## src/hdl/owes_pkg.sv

```systemverilog
// shared types, constants and command codes for the oriented window edge scorer
// no dependencies
`default_nettype none
package owes_pkg;

  localparam int COORD_BITS       = 12;
  localparam int WEIGHT_FRAC_BITS = 16;
  localparam int ACC_BITS         = 40;

  localparam int PIX_BITS    = 12;
  localparam int VALUE_BITS  = 8;
  localparam int CFG_BITS    = 16;
  localparam int COUNT_BITS  = 24;
  localparam int REWARD_BITS = 40;
  localparam int TERM_BITS   = 25;
  localparam int DIV_BITS    = 32;
  localparam int APB_ADDR_BITS = 5;
  localparam int APB_DATA_BITS = 32;

  localparam logic [PIX_BITS-1:0] COORD_MASK = PIX_BITS'((64'd1 << COORD_BITS) - 64'd1);
  localparam logic [22:0] EXP_M1_Q24 = 23'd6171993;
  localparam logic [3:0]  SERIES_TERMS = 4'd9;

  localparam logic [2:0] REG_CENTER_X   = 3'd0;
  localparam logic [2:0] REG_CENTER_Y   = 3'd1;
  localparam logic [2:0] REG_COS_THETA  = 3'd2;
  localparam logic [2:0] REG_SIN_THETA  = 3'd3;
  localparam logic [2:0] REG_HALF_SIZE  = 3'd4;
  localparam logic [2:0] REG_DECAY      = 3'd5;

  typedef enum logic [3:0] {
    OP_NONE, OP_LOAD, OP_PROJ, OP_RDIV_INIT, OP_DIV_STEP, OP_SQR, OP_EXP,
    OP_TMUL, OP_TDIV, OP_TACC, OP_WINIT, OP_NPOW, OP_ACC, OP_EMIT
  } dp_op_e;

  typedef struct packed {
    dp_op_e     op;
    logic [1:0] step;
    logic [3:0] k;
  } dp_cmd_t;

  typedef struct packed {
    logic nonzero;
    logic in_win;
    logic last;
    logic n_zero;
  } dp_status_t;

  typedef struct packed {
    logic [CFG_BITS-1:0] center_x;
    logic [CFG_BITS-1:0] center_y;
    logic [CFG_BITS-1:0] cos_theta;
    logic [CFG_BITS-1:0] sin_theta;
    logic [CFG_BITS-1:0] half_size;
    logic [CFG_BITS-1:0] decay;
  } cfg_t;

endpackage
`default_nettype wire

```

## src/hdl/owes_ctrl.sv

```systemverilog
// controller: sequences the datapath per pixel and owns the handshakes
// depends on owes_pkg
`default_nettype none
module owes_ctrl import owes_pkg::*; (
  input  wire logic       clk_i,
  input  wire logic       rst_ni,
  input  wire logic       in_valid_i,
  output logic            in_stall_o,
  output logic            out_valid_o,
  input  wire logic       out_stall_i,
  input  wire dp_status_t status_i,
  output dp_cmd_t         cmd_o
);

  typedef enum logic [3:0] {
    ST_IDLE, ST_PROJ, ST_CHECK, ST_RDIV, ST_SQR, ST_EXP, ST_TMUL, ST_TDIV,
    ST_TACC, ST_WINIT, ST_NPOW, ST_ACC, ST_FIN
  } state_e;

  state_e     state_q;
  logic [4:0] cnt_q;
  logic [3:0] k_q;
  logic       out_valid_q;

  always_comb begin
    cmd_o.op   = OP_NONE;
    cmd_o.step = cnt_q[1:0];
    cmd_o.k    = k_q;
    unique case (state_q)
      ST_IDLE:  if (in_valid_i) cmd_o.op = OP_LOAD;
      ST_PROJ:  cmd_o.op = OP_PROJ;
      ST_CHECK: if (status_i.nonzero && status_i.in_win) cmd_o.op = OP_RDIV_INIT;
      ST_RDIV:  cmd_o.op = OP_DIV_STEP;
      ST_SQR:   cmd_o.op = OP_SQR;
      ST_EXP:   cmd_o.op = OP_EXP;
      ST_TMUL:  cmd_o.op = OP_TMUL;
      ST_TDIV:  cmd_o.op = OP_TDIV;
      ST_TACC:  cmd_o.op = OP_TACC;
      ST_WINIT: cmd_o.op = OP_WINIT;
      ST_NPOW:  if (!status_i.n_zero) cmd_o.op = OP_NPOW;
      ST_ACC:   cmd_o.op = OP_ACC;
      ST_FIN:   if (status_i.last && !(out_valid_q && out_stall_i)) cmd_o.op = OP_EMIT;
      default:  cmd_o.op = OP_NONE;
    endcase
  end

  always_ff @(posedge clk_i or negedge rst_ni) begin
    if (!rst_ni) begin
      state_q     <= ST_IDLE;
      cnt_q       <= '0;
      k_q         <= '0;
      out_valid_q <= 1'b0;
    end else begin
      if (out_valid_q && !out_stall_i && cmd_o.op != OP_EMIT) out_valid_q <= 1'b0;
      unique case (state_q)
        ST_IDLE: if (in_valid_i) begin
          state_q <= ST_PROJ;
          cnt_q   <= '0;
        end
        ST_PROJ: begin
          cnt_q <= cnt_q + 5'd1;
          if (cnt_q[1:0] == 2'd3) state_q <= ST_CHECK;
        end
        ST_CHECK: begin
          cnt_q   <= '0;
          state_q <= (status_i.nonzero && status_i.in_win) ? ST_RDIV : ST_FIN;
        end
        ST_RDIV: begin
          cnt_q <= cnt_q + 5'd1;
          if (cnt_q == 5'd31) state_q <= ST_SQR;
        end
        ST_SQR: state_q <= ST_EXP;
        ST_EXP: begin
          k_q     <= 4'd1;
          state_q <= ST_TMUL;
        end
        ST_TMUL: state_q <= ST_TDIV;
        ST_TDIV: state_q <= ST_TACC;
        ST_TACC: begin
          if (k_q == SERIES_TERMS) state_q <= ST_WINIT;
          else begin
            k_q     <= k_q + 4'd1;
            state_q <= ST_TMUL;
          end
        end
        ST_WINIT: state_q <= ST_NPOW;
        ST_NPOW:  if (status_i.n_zero) state_q <= ST_ACC;
        ST_ACC:   state_q <= ST_FIN;
        ST_FIN: begin
          if (!status_i.last) state_q <= ST_IDLE;
          else if (!(out_valid_q && out_stall_i)) begin
            out_valid_q <= 1'b1;
            state_q     <= ST_IDLE;
          end
        end
        default: state_q <= ST_IDLE;
      endcase
    end
  end

  assign in_stall_o  = state_q != ST_IDLE;
  assign out_valid_o = out_valid_q;

`ifndef SYNTHESIS
  a_busy_after_accept: assert property (@(posedge clk_i) disable iff (!rst_ni)
    (in_valid_i && !in_stall_o) |=> in_stall_o)
    else $error("block idle right after accepting a pixel");
  a_no_overwrite: assert property (@(posedge clk_i) disable iff (!rst_ni)
    (cmd_o.op == OP_EMIT) |-> !(out_valid_q && out_stall_i))
    else $error("result overwritten while held");
  a_series_range: assert property (@(posedge clk_i) disable iff (!rst_ni)
    (state_q == ST_TACC) |-> (k_q >= 4'd1 && k_q <= SERIES_TERMS))
    else $error("series term index out of range");
  a_emit_sets_valid: assert property (@(posedge clk_i) disable iff (!rst_ni)
    (cmd_o.op == OP_EMIT) |=> out_valid_o)
    else $error("emitted result not presented");
`endif

endmodule
`default_nettype wire

```

## config.mk

```make
export PLATFORM = sky130hd
export DESIGN_NAME = owes_ctrl
export DESIGN_NICKNAME = d
export VERILOG_FILES = /design/src/hdl/owes_pkg.sv /design/src/hdl/owes_ctrl.sv
export SDC_FILE = /design/constraint.sdc
export NUM_CORES = 1
export LEC_CHECK = 0
export BUFFER_PORTS_ARGS = -buffer_cell sky130_fd_sc_hd__buf_2
export CORE_AREA = 2 2 61 63
export DETAILED_ROUTE_END_ITERATION = 8
export DIE_AREA = 0 0 63 65
export GPL_TIMING_DRIVEN = 0
export PLACE_DENSITY_LB_ADDON = 0.05
export SYNTH_ARGS = -nofsm -noshare
export SYNTH_HDL_FRONTEND = slang
export SYNTH_SLANG_ARGS = --single-unit
```

## constraint.sdc

```tcl
create_clock -name clk_i -period 3.8 [get_ports clk_i]
set_clock_uncertainty 0.15 [all_clocks]
set_input_delay 0.38 -clock clk_i [delete_from_list [all_inputs] [get_ports clk_i]]
set_output_delay 0.38 -clock clk_i [all_outputs]
set_load 0.02 [all_outputs]
```

==> results.md <==
* Ys flop type: dfrtp_1
* Path length in cells of the critical path at 6
* Flops & latches, synth at 14
* Total power at about 270 uW
* Layout cells sized above 1 at between 20% and 30%
* Cell family with most CP delay: buffers and inverters
* Most frequent cells in the layout: buf_2, dfrtp_1, nand2_1, a21oi_1, nand3_1
* Crit. End Element: output port
* Crit Path Class: register to output port
* Flop2flop setup slack at approximately 1.9 ns
* Share of the synthesized area in the top cell type at 35.9%
* Vias in the first global route at just under 900
* Detail Route Antenna Nets at 0
* Synth area leaders: dfrtp_1, ha_1, nand2_1, a21oi_1, nand3_1
* Final nets at 147
* Root buf cell: clkbuf_4
* Yosys top cell by area: dfrtp_1
* Hold crit path type: input pin to register
* Commonest non-fill, non-tap cell in the layout: buf_2
* WP data arrival at about 1.7 ns
* Peak supply drop at 122 uV
* Buffers on Ports at 19
* Mapped Nets at 122
* GRT Overall Usage at a little over an eighth
* Min cycle time layout at ~2.3 ns
* Pwr dens at around 230 mW/mm^2
* CP max stage delay at 0.38 ns
* Die Ht at 65 um
* Final setup vio count at 0
* Cell Rows at 22
* Vias per std cell at 4.99
* Largest net degree at the start of global routing at 15
* Average size of a mapped cell at approximately 9 sq um
* CP required at about 3.3 ns
* Async SR Flop Fraction at 100%
* CP Cell Sequence: buf_6 -> clkbuf_1 -> inv_1 -> nor2_1 -> o41ai_1 -> buf_2
* Post-synth EDFFs at 0
* Yosys warning count at 0
* Maximum clock rate at roughly 440 MHz
* Worst flop-to-flop path endpoint: state_q[3]
* Antenna violations before repair at 0
* DR vias at about 900
* Drt first pass iters at 4
* Hold path startpoint: out_stall_i
* Total setup buffers inserted after CTS at 0
* Hold path depth at 2
* Residual DRC count at 0
* Total negative slack at 0 ns
* Maximum clock path buffer count at 2
* Cells after Synth at between 100 and 150
* CTS H-tree lvls at 1
* Library cells used by synthesis at between 40 and 50
* Worst skew pair latency at around 0.27 ns
* Post-DP HPWL at 1.89 mm
* Pleak at roughly 0.55 nW
* Initial drt markers at 19
* Max-slew violation count at 0
* Proportion of synthesized chip area in sequential cells at between 30% and 40%
* Grt total ovfl at 0
* CTS tree: built
* Die area at about 0.004 sq mm
* Area delta synth->final at 20.6%
* Crit path capture: cmd_o[6]
* Critical Path Start: state_q[1]
* Max_slew headroom at roughly 55%
* Slowest stage cell, crit path: dfrtp_1
* Initial Utilization at between 20% and 30%
* Final period util at 59.8%
* Reg2Reg Launch Point: cnt_q[0]
* Worst slew pin tran at between 0.6 and 0.7 ns
* Inserted Diodes at 0
* TritonCTS buffer count at 3
* Clock sinks at 14
* First-pass GRT wire length at between 4 and 5 mm
* Die width at approximately 63 um
* Crit path max fanout at 10
* Clock transition at the registers of the reported paths at about 0.09 ns
* WP buf/inv at 4
* WL/cell at approximately 14 um
* Placer Congestion at 0.785
* Util after Layout at 33.7%
* Final wirelength at between 2 and 3 mm
* Core area at approximately 0.0035 sq mm
* Max Cap Viol at 0
* CP Launch Type: register
* Final hold slack at around 0.19 ns
* Synthesized area at 976 sq um
* IO Count at 20
* Worst-case reg-to-reg path depth at 7
* RSZ-0062 raised after global routing: no
* Fin. Hold Viols at 0
* Outcome: completed
## registers in the layout, indices dropped and copies added, names as in the netlist
signal       flops
cnt_q            5
out_valid_o      1
k_q              4
state_q          4
## area by class of cell
cell class,count,area [sq um]
Inverter,4,15.0
Clock buffer,4,36.3
Fill cell,395,2320
Tap cell,48,60.1
Buffer,8,48.8
Multi-Input combinational cell,84,562
Sequential cell,14,350
Timing Repair Buffer,20,105
## synth_stat cells (2+ instances only)
cell type and count:
nand2_1 12, o21ai_0 6, mux2i_1 3, dfrtp_1 14, xor2_1 2, o211ai_1 2
a32o_1 2, o21ai_1 2, nand3_1 7, buf_4 2, a21oi_1 8, inv_1 4
nor2_1 6, and3_1 3, a211oi_1 2, buf_2 3, nand4_1 2, ha_1 4
nor2b_1 3, o22ai_1 2
## layer usage
layer	wire (um)	up-vias	track usage [%]
met3	70	2	3.65
met4	17	0	3.61
li1	-	457	-
met1	1230	434	18.5
met5	0	-	0
met2	1230	16	21.1
## worst register-to-register path, delay by kind of cell (launching register included)
kind	cells	cell delay (ns)
AND/OR/NAND/NOR	3	0.57
adder cells (fa/ha/maj)	2	0.44
AO/OA/AOI/OAI	1	0.10
flip-flops	1	0.43
multiplexers	1	0.13
## worst min path at each step
stage / slack, ns / endpoint
6_report: 0.19 / out_valid_o
5_1_grt: 0.18 / out_valid_o
4_1_cts: 0.18 / out_valid_o
3_5_place_dp: 0.16 / cnt_q[2]
3_3_place_gp: 0.15 / cnt_q[2]
2_1_floorplan: -0.07 / cnt_q[0]
## cells by family (layout without fill, tap and decap cells)
logic type | count (synthesis) | in the layout | synth area share, %
multiplexers | 3 | 3 | 3.08
adder cells (fa/ha/maj) | 4 | 4 | 5.13
XOR/XNOR | 2 | 2 | 1.80
AO/OA/AOI/OAI | 33 | 33 | 23.1
flip-flops | 14 | 14 | 35.9
buffers and inverters | 12 | 36 | 6.54
AND/OR/NAND/NOR | 42 | 42 | 24.5
## through the flow
stage | cells | area [sq um] | setup slack (ns)
after detailed placement | 177 | 1130 | 1.83
final | 182 | 1180 | 1.53
after global routing | 182 | 1180 | 1.35
after global placement | 177 | 1130 | 1.82
after CTS | 182 | 1180 | 1.50
after floorplan | 110 | 976 | 1.66
## repair_timing
item | in CTS | in global routing
resized for setup | 0 | 0
hold buffers | 1 | 0
hold endpoints to repair | 14 | 0
## power by group
group	internal, mW	switching (mW)	total (mW)
Combinational	0.00365	0.00624	0.00989
Sequential	0.149	0	0.149
Clock	0.0582	0.0484	0.107
Power figures use the tool's default switching activity.
